### config.mk
export PLATFORM = sky130hd
export DESIGN_NAME = packed_array_table_engine
export DESIGN_NICKNAME = d
export VERILOG_FILES = /design/src/rtl/core/pate_pkg.sv /design/src/rtl/core/pate_ram.sv /design/src/rtl/core/packed_array_table_engine.sv
export SDC_FILE = /design/constraint.sdc
export NUM_CORES = 2
export LEC_CHECK = 0
export BUFFER_PORTS_ARGS = -buffer_cell sky130_fd_sc_hd__buf_2
export CORE_UTILIZATION = 30
export CTS_CLUSTER_DIAMETER = 80
export DETAILED_ROUTE_END_ITERATION = 6
export SLEW_MARGIN = 40
export SYNTH_ARGS = -nofsm -noshare
export SYNTH_HDL_FRONTEND = slang
export SYNTH_SLANG_ARGS = --single-unit
### constraint.sdc
create_clock -name clk -period 9.8 [get_ports clk]
set_clock_uncertainty 0.15 [all_clocks]
set_input_delay 0.49 -clock clk [delete_from_list [all_inputs] [get_ports clk]]
set_output_delay 0.49 -clock clk [all_outputs]
set_load 0.1 [all_outputs]
### src/rtl/core/pate_pkg.sv
package pate_pkg;

    // Field widths of the request and result transfers.
    localparam int KIND_W   = 2;
    localparam int INDEX_W  = 6;
    localparam int VALUE_W  = 32;
    localparam int STATUS_W = 2;
    localparam int TOTAL_W  = 7;

    localparam int TABLE_DEPTH_DEFAULT = 64;

    typedef logic [KIND_W-1:0]   kind_t;
    typedef logic [STATUS_W-1:0] status_t;
    typedef logic [VALUE_W-1:0]  word_t;

    // Request kinds.
    localparam kind_t KIND_SEARCH = 2'd0;
    localparam kind_t KIND_MODIFY = 2'd1;
    localparam kind_t KIND_APPEND = 2'd2;
    localparam kind_t KIND_REMOVE = 2'd3;

    // Result status codes.
    localparam status_t STATUS_OK        = 2'd0;
    localparam status_t STATUS_NOT_FOUND = 2'd1;
    localparam status_t STATUS_FULL      = 2'd2;
    localparam status_t STATUS_RANGE     = 2'd3;

endpackage

### src/rtl/core/pate_ram.sv
module pate_ram #(
    parameter int WIDTH = pate_pkg::VALUE_W,
    parameter int DEPTH = pate_pkg::TABLE_DEPTH_DEFAULT
) (
    input  logic                     clk,
    input  logic                     we,
    input  logic [$clog2(DEPTH)-1:0] waddr,
    input  logic [WIDTH-1:0]         wdata,
    input  logic [$clog2(DEPTH)-1:0] raddr,
    output logic [WIDTH-1:0]         rdata
);

    logic [WIDTH-1:0] mem [DEPTH];

    // One write port and one read port; read data is registered.
    always_ff @(posedge clk)
    begin
        if (we)
        begin
            mem[waddr] <= wdata;
        end
        rdata <= mem[raddr];
    end

endmodule

### src/rtl/core/packed_array_table_engine.sv
// Packed table engine: holds up to TABLE_DEPTH signed 32-bit entries kept packed
// at the low end of a single-port-read table, plus a live count that resets to zero.
// Each request transfer is a search (lowest index holding the value), a modify
// (write at an index, old value returned), an append, or a remove (entry deleted and
// later entries shifted down one place), and each one yields exactly one result
// transfer carrying a status and the live count after the request. Refused requests
// (append on a full table, modify or remove at an index not below the count) leave
// the table untouched. The block takes one request at a time and holds in_stall
// high until that request is finished. Append, any refused request and a search of
// an empty table go from the accepting edge straight to the finish step, which loads
// the result into the output register; modify, search and remove first walk the
// table: modify reads its one entry and then writes the new value, a search reads
// from entry 0 until a hit or the last entry, and a remove at index i reads from i to
// the last entry. The walk reads one entry per cycle through the single memory read
// port; a search checks each against the key with one shared comparator, and remove
// writes each entry back one place lower as it streams by. The output register lets
// the next request be accepted while the previous result still waits to be taken.
module packed_array_table_engine #(
    parameter int TABLE_DEPTH = pate_pkg::TABLE_DEPTH_DEFAULT
) (
    input  logic                              clk,
    input  logic                              rst_n,

    input  logic                              in_valid,
    output logic                              in_stall,
    input  pate_pkg::kind_t                   kind,
    input  logic [pate_pkg::INDEX_W-1:0]      index,
    input  logic signed [pate_pkg::VALUE_W-1:0] value,

    output logic                              out_valid,
    input  logic                              out_stall,
    output pate_pkg::status_t                 status,
    output logic [pate_pkg::INDEX_W-1:0]      found_index,
    output logic signed [pate_pkg::VALUE_W-1:0] old_value,
    output logic [pate_pkg::TOTAL_W-1:0]      entry_total
);

    // AW addresses the table, CW holds a count up to and including the depth.
    localparam int AW = $clog2(TABLE_DEPTH);
    localparam int CW = $clog2(TABLE_DEPTH + 1);
    localparam int IW = pate_pkg::INDEX_W;
    localparam int TW = pate_pkg::TOTAL_W;
    localparam int XW = (CW > IW) ? CW : IW;
    localparam logic [CW-1:0] FULL_COUNT = CW'(TABLE_DEPTH);
    localparam logic [CW-1:0] ONE        = CW'(1);

    // Sequencer states.
    localparam logic [1:0] S_IDLE = 2'd0;
    localparam logic [1:0] S_SCAN = 2'd1;
    localparam logic [1:0] S_FIN  = 2'd2;

    logic [1:0]              state_reg, state_next;
    pate_pkg::kind_t         kind_reg, kind_next;
    pate_pkg::word_t         key_reg, key_next;
    logic [CW-1:0]           idx_reg, idx_next;
    logic [CW-1:0]           last_reg, last_next;
    logic [CW-1:0]           addr_reg, addr_next;
    logic                    issue_reg, issue_next;
    logic                    rd_pend_reg, rd_pend_next;
    logic [CW-1:0]           rd_idx_reg, rd_idx_next;
    logic [CW-1:0]           count_reg, count_next;
    pate_pkg::status_t       res_status_reg, res_status_next;
    logic [IW-1:0]           res_found_reg, res_found_next;
    pate_pkg::word_t         res_old_reg, res_old_next;

    logic                    out_valid_reg, out_valid_next;
    pate_pkg::status_t       out_status_reg;
    logic [IW-1:0]           out_found_reg;
    pate_pkg::word_t         out_old_reg;
    logic [TW-1:0]           out_total_reg;

    logic                    ram_we;
    logic [AW-1:0]           ram_waddr;
    pate_pkg::word_t         ram_wdata;
    logic [AW-1:0]           ram_raddr;
    pate_pkg::word_t         ram_rdata;

    logic                    out_free;
    logic                    load_out;
    logic                    key_match;
    logic                    in_range;

    pate_ram #(
        .WIDTH (pate_pkg::VALUE_W),
        .DEPTH (TABLE_DEPTH)
    ) u_table (
        .clk   (clk),
        .we    (ram_we),
        .waddr (ram_waddr),
        .wdata (ram_wdata),
        .raddr (ram_raddr),
        .rdata (ram_rdata)
    );

    // The output register is free when empty or when its result leaves this cycle.
    assign out_free  = !out_valid_reg || !out_stall;
    assign load_out  = (state_reg == S_FIN) && out_free;
    assign in_stall  = (state_reg != S_IDLE);

    // The one comparator shared by every step of a search.
    assign key_match = (ram_rdata == key_reg);

    // Range check done at the wider of the two widths so no index bits are lost.
    assign in_range  = (XW'(index) < XW'(count_reg));

    assign ram_raddr = addr_reg[AW-1:0];

    always_comb
    begin
        state_next      = state_reg;
        kind_next       = kind_reg;
        key_next        = key_reg;
        idx_next        = idx_reg;
        last_next       = last_reg;
        addr_next       = addr_reg;
        issue_next      = issue_reg;
        rd_pend_next    = 1'b0;
        rd_idx_next     = rd_idx_reg;
        count_next      = count_reg;
        res_status_next = res_status_reg;
        res_found_next  = res_found_reg;
        res_old_next    = res_old_reg;
        ram_we          = 1'b0;
        ram_waddr       = addr_reg[AW-1:0];
        ram_wdata       = key_reg;

        unique case (state_reg)
            S_IDLE:
            begin
                if (in_valid)
                begin
                    kind_next       = kind;
                    key_next        = value;
                    idx_next        = CW'(index);
                    res_status_next = pate_pkg::STATUS_OK;
                    res_found_next  = '0;
                    res_old_next    = '0;
                    state_next      = S_FIN;
                    unique case (kind)
                        pate_pkg::KIND_SEARCH:
                        begin
                            if (count_reg == '0)
                            begin
                                res_status_next = pate_pkg::STATUS_NOT_FOUND;
                            end
                            else
                            begin
                                addr_next  = '0;
                                last_next  = count_reg - ONE;
                                issue_next = 1'b1;
                                state_next = S_SCAN;
                            end
                        end
                        pate_pkg::KIND_MODIFY:
                        begin
                            if (!in_range)
                            begin
                                res_status_next = pate_pkg::STATUS_RANGE;
                            end
                            else
                            begin
                                addr_next  = CW'(index);
                                last_next  = CW'(index);
                                issue_next = 1'b1;
                                state_next = S_SCAN;
                            end
                        end
                        pate_pkg::KIND_APPEND:
                        begin
                            if (count_reg >= FULL_COUNT)
                            begin
                                res_status_next = pate_pkg::STATUS_FULL;
                            end
                            else
                            begin
                                ram_we     = 1'b1;
                                ram_waddr  = count_reg[AW-1:0];
                                ram_wdata  = value;
                                count_next = count_reg + ONE;
                            end
                        end
                        pate_pkg::KIND_REMOVE:
                        begin
                            if (!in_range)
                            begin
                                res_status_next = pate_pkg::STATUS_RANGE;
                            end
                            else
                            begin
                                addr_next  = CW'(index);
                                last_next  = count_reg - ONE;
                                issue_next = 1'b1;
                                state_next = S_SCAN;
                            end
                        end
                    endcase
                end
            end

            S_SCAN:
            begin
                // Read side: one entry per cycle up to the last one needed.
                if (issue_reg)
                begin
                    addr_next    = addr_reg + ONE;
                    rd_pend_next = 1'b1;
                    rd_idx_next  = addr_reg;
                    if (addr_reg == last_reg)
                    begin
                        issue_next = 1'b0;
                    end
                end

                // Data side: the entry read in the previous cycle.
                if (rd_pend_reg)
                begin
                    unique case (kind_reg)
                        pate_pkg::KIND_SEARCH:
                        begin
                            if (key_match)
                            begin
                                res_found_next = IW'(rd_idx_reg);
                                state_next     = S_FIN;
                            end
                            else if (rd_idx_reg == last_reg)
                            begin
                                res_status_next = pate_pkg::STATUS_NOT_FOUND;
                                state_next      = S_FIN;
                            end
                        end
                        pate_pkg::KIND_MODIFY:
                        begin
                            res_old_next = ram_rdata;
                            ram_we       = 1'b1;
                            ram_waddr    = rd_idx_reg[AW-1:0];
                            ram_wdata    = key_reg;
                            state_next   = S_FIN;
                        end
                        pate_pkg::KIND_REMOVE:
                        begin
                            if (rd_idx_reg == idx_reg)
                            begin
                                res_old_next = ram_rdata;
                            end
                            else
                            begin
                                // Move this entry one place down.
                                ram_we    = 1'b1;
                                ram_waddr = AW'(rd_idx_reg - ONE);
                                ram_wdata = ram_rdata;
                            end
                            if (rd_idx_reg == last_reg)
                            begin
                                count_next = count_reg - ONE;
                                state_next = S_FIN;
                            end
                        end
                        pate_pkg::KIND_APPEND:
                        begin
                            state_next = S_FIN;
                        end
                    endcase
                end

                // Drop any reads still in flight once the walk ends.
                if (state_next != S_SCAN)
                begin
                    issue_next   = 1'b0;
                    rd_pend_next = 1'b0;
                end
            end

            S_FIN:
            begin
                if (out_free)
                begin
                    state_next = S_IDLE;
                end
            end

            default:
            begin
                state_next = S_IDLE;
            end
        endcase
    end

    assign out_valid_next = load_out ? 1'b1 : (out_valid_reg && out_stall);

    always_ff @(posedge clk or negedge rst_n)
    begin
        if (!rst_n)
        begin
            state_reg     <= S_IDLE;
            issue_reg     <= 1'b0;
            rd_pend_reg   <= 1'b0;
            count_reg     <= '0;
            out_valid_reg <= 1'b0;
        end
        else
        begin
            state_reg     <= state_next;
            issue_reg     <= issue_next;
            rd_pend_reg   <= rd_pend_next;
            count_reg     <= count_next;
            out_valid_reg <= out_valid_next;
        end
    end

    always_ff @(posedge clk)
    begin
        kind_reg       <= kind_next;
        key_reg        <= key_next;
        idx_reg        <= idx_next;
        last_reg       <= last_next;
        addr_reg       <= addr_next;
        rd_idx_reg     <= rd_idx_next;
        res_status_reg <= res_status_next;
        res_found_reg  <= res_found_next;
        res_old_reg    <= res_old_next;
        if (load_out)
        begin
            out_status_reg <= res_status_reg;
            out_found_reg  <= res_found_reg;
            out_old_reg    <= res_old_reg;
            out_total_reg  <= TW'(count_reg);
        end
    end

    assign out_valid   = out_valid_reg;
    assign status      = out_status_reg;
    assign found_index = out_found_reg;
    assign old_value   = out_old_reg;
    assign entry_total = out_total_reg;

    // The live count never exceeds the table depth.
    a_count_bound: assert property (@(posedge clk) disable iff (!rst_n)
        count_reg <= FULL_COUNT)
        else $error("live count exceeds table depth");

    // Taking a request always raises in_stall, so the next request must wait.
    a_one_at_a_time: assert property (@(posedge clk) disable iff (!rst_n)
        (in_valid && !in_stall) |=> in_stall)
        else $error("request accepted while the previous one is in progress");

    // The only table write while idle is an append.
    a_idle_write: assert property (@(posedge clk) disable iff (!rst_n)
        (ram_we && state_reg == S_IDLE) |-> (in_valid && kind == pate_pkg::KIND_APPEND))
        else $error("table written while idle by something other than an append");

    // A new result only appears after the finish step.
    a_result_source: assert property (@(posedge clk) disable iff (!rst_n)
        $rose(out_valid_reg) |-> $past(state_reg == S_FIN))
        else $error("result loaded outside the finish step");

endmodule
Word-level counts from Yosys, hierarchy flattened
Memory sizes are Yosys's and may differ from the RTL's. A register that Yosys moved wholly into a read port is not among the register bits.
Cells that the tools add are included.

word-level totals
  register bits after elaboration = 160
  memories kept = 1
  memory bits (writable) = 2,048
  output and inout bits = 49
  logic and storage cells = 163

memories
  name         depth  bits a word  read ports  clocked after memory_dff  wr ports  RTL line        text
  u_table.mem  64     32           1           1                         1         pate_ram.sv:13  logic [WIDTH-1:0] mem [DEPTH];

operators by class
  reduce and logical (&&, ||, !) cells = 24
  eq/ne operators = 32
  add/sub/neg operators = 4
  magnitude comparators = 2
  mux-type cells = 82

operators by type and width
  operator             number
  $mux 32              9
  $pmux 32 s2          3
  $mux 7               12
  $mux 6               9
  $pmux 7 s2           3
  $pmux 6 s2           3
  $eq 32x32->1         1
  $mux 2               15
  $ne 2x2->1 const B   11
  $pmux 7 s3           1
  $mux 1               18
  $pmux 2 s3           3
  $reduce_and 6->1     3
  $reduce_and 5->1     3
  $add 7x1->7 const B  2
  $eq 7x7->1           2
  $eq 2x2->1 const B   5
  $ne 3x3->1 const B   3
  $ne 2x1->1 const B   4
  $pmux 1 s2           4
  $pmux 2 s2           2
  $eq 7x6->1           1
  $ge 7x7->1 const B   1
  $logic_not 7->1      1
  15 further kinds     25

Depth between registers and ports, before layout
  depth in word-level cells = 9
  mapped depth = 12
  gate-level depth less buffers = 8

Hierarchy
From an unflattened synthesis, not the netlist that was laid out.

second synthesis, totals
  cells, all modules = 4,198
  area total of the unflattened synthesis = 87,043.5 um^2

modules (own cells, without submodules)
  module                     cells each  seq. area each (um^2)  times used  area each (um^2)
  pate_ram                   3,511       62,139.6               1           79,039.6
  packed_array_table_engine  687         4,744.6                1           8,003.9

Least setup slack after synthesis
No wires, ideal clock.

  kind = reg2reg
  start = reg state_reg[1]
  end = mem u_table.mem[33][0] (netlist bit), enable pin
  clock period less this slack = 6,629 ps
  stages on the path, launching flop included = 13
  buffers on the path = 4
  library setup time = 502 ps
  arrival time = 5,977 ps
  required time = 9,148 ps
  setup slack = 3,171 ps
  cells stage by stage = dfrtp_1 -> buf_2 -> nor2_1 -> nand2_1 -> inv_1 -> and2_1 -> clkbuf_1 -> a21oi_1 -> nand2_1 -> or3b_1 -> buf_2 -> buf_6 -> nor4_1

on the way
  longest elaborated chain between the ends = 4

ends and longest elaborated chain
  element                                        RTL line                          text
  from (decl)                                    packed_array_table_engine.sv:52   logic [1:0] state_reg, state_next;
  from (signal assigned)                         packed_array_table_engine.sv:302  state_reg <= state_next;
  $eq 2x1->1 or $logic_not 2->1 (tied branches)  packed_array_table_engine.sv:127  unique case (state_reg)
  $pmux 1 s2                                     packed_array_table_engine.sv:127
  $mux 1                                         pate_ram.sv:18                    if (we)
  $mux 1 (not written as such)                   pate_ram.sv:20                    mem[waddr] <= wdata;
  to (decl)                                      pate_ram.sv:13

Several ways; a longest one is shown, not always the timed one.

Worst setup path after layout
  start = reg state_reg[1]
  end = mem u_table.mem[49][25] (netlist bit), enable pin

The elaborated chain is that of the path after synthesis.

==> results.yml <==
run_status:
  run_status: "complete, but fails checks"
  violations: "DRC"
clocking:
  clockBufferDepth: 3
  cell_at_the_root_of_the_clock_tree: "sky130_fd_sc_hd__clkbuf_16"
  ctsHtreeMaxLevel: 4
  clock_latency_ns: 0.88
  cts_tree: "done"
  clock_sink_count: 2240
  cts.repair.resized: 0
  clk_pin_slew_worst_paths_ns: 0.07
  numCtsBuffers: 216
logic_synthesis:
  synth-warning-count: 0
  syn_nets: 4287
  yosys-top-cells-count: "2196 x sky130_fd_sc_hd__edfxtp_1, 407 x sky130_fd_sc_hd__mux4_2, 241 x sky130_fd_sc_hd__mux2i_1"
  synth_top_flop_cell: "sky130_fd_sc_hd__edfxtp_1"
  synth.lib_cells_used.distinct: 67
  synth.top_cell.area_share: 0.762
  yosysMostFrequentCell: "sky130_fd_sc_hd__edfxtp_1"
  synth_async_sr_flop_share: 0.00536
  syn-instance-count: 4231
  syn_area_um2: 86500
  post_synth_main_area_contributors: "sky130_fd_sc_hd__edfxtp_1 76%, sky130_fd_sc_hd__mux4_2 11%, sky130_fd_sc_hd__mux2i_1 2.8%"
  synth_sequential_area_ratio: 0.773
  number_of_synthesized_flops_with_an_enable_pin: 2196
  synth.avg_cell_area_um2: 20.5
  yosys_register_bits: 2240
  yosysTopAreaCell: "sky130_fd_sc_hd__edfxtp_1"
global_route:
  grt_max_degree: 118
  grt_overflow_total: 0
  globalRouteTotalUtil: 0.154
  number_of_global_route_vias_before_repair: 42600
  global_route_wire_length_before_repair_mm: 323
  grt_antenna_before_repair: 9
worst_setup_path:
  cp_data_arrival_time_ns: 5.32
  critPathLaunchType: "flip-flop"
  endpoint_kind: "flip-flop"
  worstRegToRegCells: 11
  timing.critical_path.fanout_max: 44
  worst_ep_required_time_ns: 10.15
  worst-setup-path-type: "flip-flop to flip-flop"
route:
  ant_nets: 0
  drc_violations_left: 3
  dr_total_vias: 44300
  drt_first_iter_violations: 6210
  drt_first_pass_iters: 7
  vias_per_cell: 5.24
  route.final.wire_length_mm: 229
  routed_length_per_placed_instance_um: 27.2
timing:
  slew-limit-headroom: 0.386
  min_period_over_period: 0.507
  max_slew.worst_pin.slew_ns: 0.921
  final_period_minus_worst_setup_slack_ns: 4.97
  number_of_max_slew_violations_in_the_final_report: 0
  timing.final.hold_violations: 0
  grt_setup_unrepaired: "false"
  max_freq_ghz: 0.201
  fin_setup_tns_ns: 0
  final-setup-viol-count: 0
finish:
  post_route_cell_area_um2: 100000
  drive_gt1_frac: 0.242
  final_net_count: 4539
  largest_reg_flops: 2048
  syn2layout_area_growth_pct: 15.8
  max_flop_register: "u_table.mem"
  post-route-util: 0.351
pwr:
  power-per-cell-area_nw_per_um2: 322
  ir_drop_uv: 311
  p_leak_nw: 31.1
die:
  core_area_um2: 286000
  initial_utilization: 0.303
  top_level_ports: 93
  floorplan.rows: 196
  die_area_um2: 291000
  die_w_um: 539
  die_y_um: 539
placed_design:
  place_congestion: 0.863
  place.detailed.hpwl_mm: 135
  io_buffers: 92
  placement.cell_area_um2: 92600
job:
  max_cap_violations: 0
min_path:
  timing.hold.worst.class: "primary input to flip-flop"
  worstHoldPathCells: 2
## placed cells by master, fill, tap and decap left out, types with 32 or more instances in the layout
master and count:
sky130_fd_sc_hd__xor2_1 52, sky130_fd_sc_hd__edfxtp_1 2196, sky130_fd_sc_hd__clkinv_2 62, sky130_fd_sc_hd__dlygate4sd3_1 44, sky130_fd_sc_hd__o221ai_1 61, sky130_fd_sc_hd__o22ai_1 167, sky130_fd_sc_hd__mux2i_1 241, sky130_fd_sc_hd__o32ai_1 55
sky130_fd_sc_hd__and2_1 44, sky130_fd_sc_hd__clkbuf_16 219, sky130_fd_sc_hd__nand2_1 48, sky130_fd_sc_hd__nor4_2 63, sky130_fd_sc_hd__mux4_2 407, sky130_fd_sc_hd__clkinv_1 46, sky130_fd_sc_hd__buf_4 132, sky130_fd_sc_hd__o21ai_0 80
sky130_fd_sc_hd__a21oi_1 74, sky130_fd_sc_hd__a211oi_1 73, sky130_fd_sc_hd__clkbuf_1 40, sky130_fd_sc_hd__nor2_1 81, sky130_fd_sc_hd__buf_2 92, sky130_fd_sc_hd__dfxtp_1 32
## per-stage QoR
stage	total power, W	instances	setup WS [ns]	hold slack [ns]
floorplan	0.0192	4231	3.17	0.0444
global placement	0.0239	7974	4.40	0.259
detailed placement	0.0241	7979	4.86	0.255
CTS	0.0324	8430	4.82	0.167
global route	0.0332	8435	4.66	0.214
finish	0.0323	8442	4.83	0.236
## metal layers
layer | vias to the layer above | part of all wire | GRT usage | routed length [um]
li1 | 18400 | - | - | -
met2 | 2018 | 0.46 | 0.237 | 106000
met4 | 0 | 0.029 | 0.0488 | 6730
met5 | - | 0 | 0 | 0
met3 | 296 | 0.082 | 0.0269 | 18900
met1 | 23600 | 0.43 | 0.220 | 97700
## report_power, final
part           internal [W]  leakage, nW  switching [W]
logic               0.00328         7.31        0.00787
registers            0.0124         20.3       0.000426
clock network       0.00468         3.44        0.00360
total                0.0204         31.1         0.0119
## cells by family after synthesis
kind of cell,count (synthesis),synth area share
buffers and inverters,313,0.0149
muxes,656,0.135
adders and majority gates,12,0.00173
xor gates and xnor gates,71,0.00718
DFF,2240,0.773
and+or+nand+nor,325,0.0195
AOI/OAI and AO/OA,614,0.0491
## area by class of cell
class	count	area, um2
sequential	2240	66900
clock inverter	146	1390
inverter	46	189
fill	26300	186000
clock buffer	261	5660
multi-input combinational	1678	19000
timing repair buffer	301	2410
tap	3762	4710
antenna	8	20.0
## final timing paths
kind	start	slack (ns)	end
min in group asynchronous	rst_n	0.62	state_reg[0]
max reg2reg	state_reg[1]	4.83	u_table.mem[49][25]
max in group asynchronous	rst_n	8.42	count_reg[1]
min reg2reg	res_old_reg[6]	0.27	old_value[6]
max	state_reg[1]	4.83	u_table.mem[49][25]
min	value[16]	0.24	key_reg[16]
## worst max-delay path, cell delays in order (launching register included)
cell and delay, ns:
sky130_fd_sc_hd__dfrtp_1 0.50, sky130_fd_sc_hd__nor2_1 0.31, sky130_fd_sc_hd__nand2_1 0.13, sky130_fd_sc_hd__inv_1 0.08, sky130_fd_sc_hd__buf_4 0.50, sky130_fd_sc_hd__and2_1 0.23
sky130_fd_sc_hd__buf_4 0.36, sky130_fd_sc_hd__a2bb2oi_1 0.19, sky130_fd_sc_hd__o311ai_1 0.22, sky130_fd_sc_hd__nand3_1 0.67, sky130_fd_sc_hd__nor4_2 0.73, sky130_fd_sc_hd__buf_4 0.48
## repair_timing
| action | 4_1_cts | 5_1_grt |
|---|---|---|
| buffers inserted | 0 | 0 |
| endpoints found under the hold margin | 76 | 0 |
| hold buffers | 44 | 0 |
Note: power is estimated with default switching activity, not from simulation.
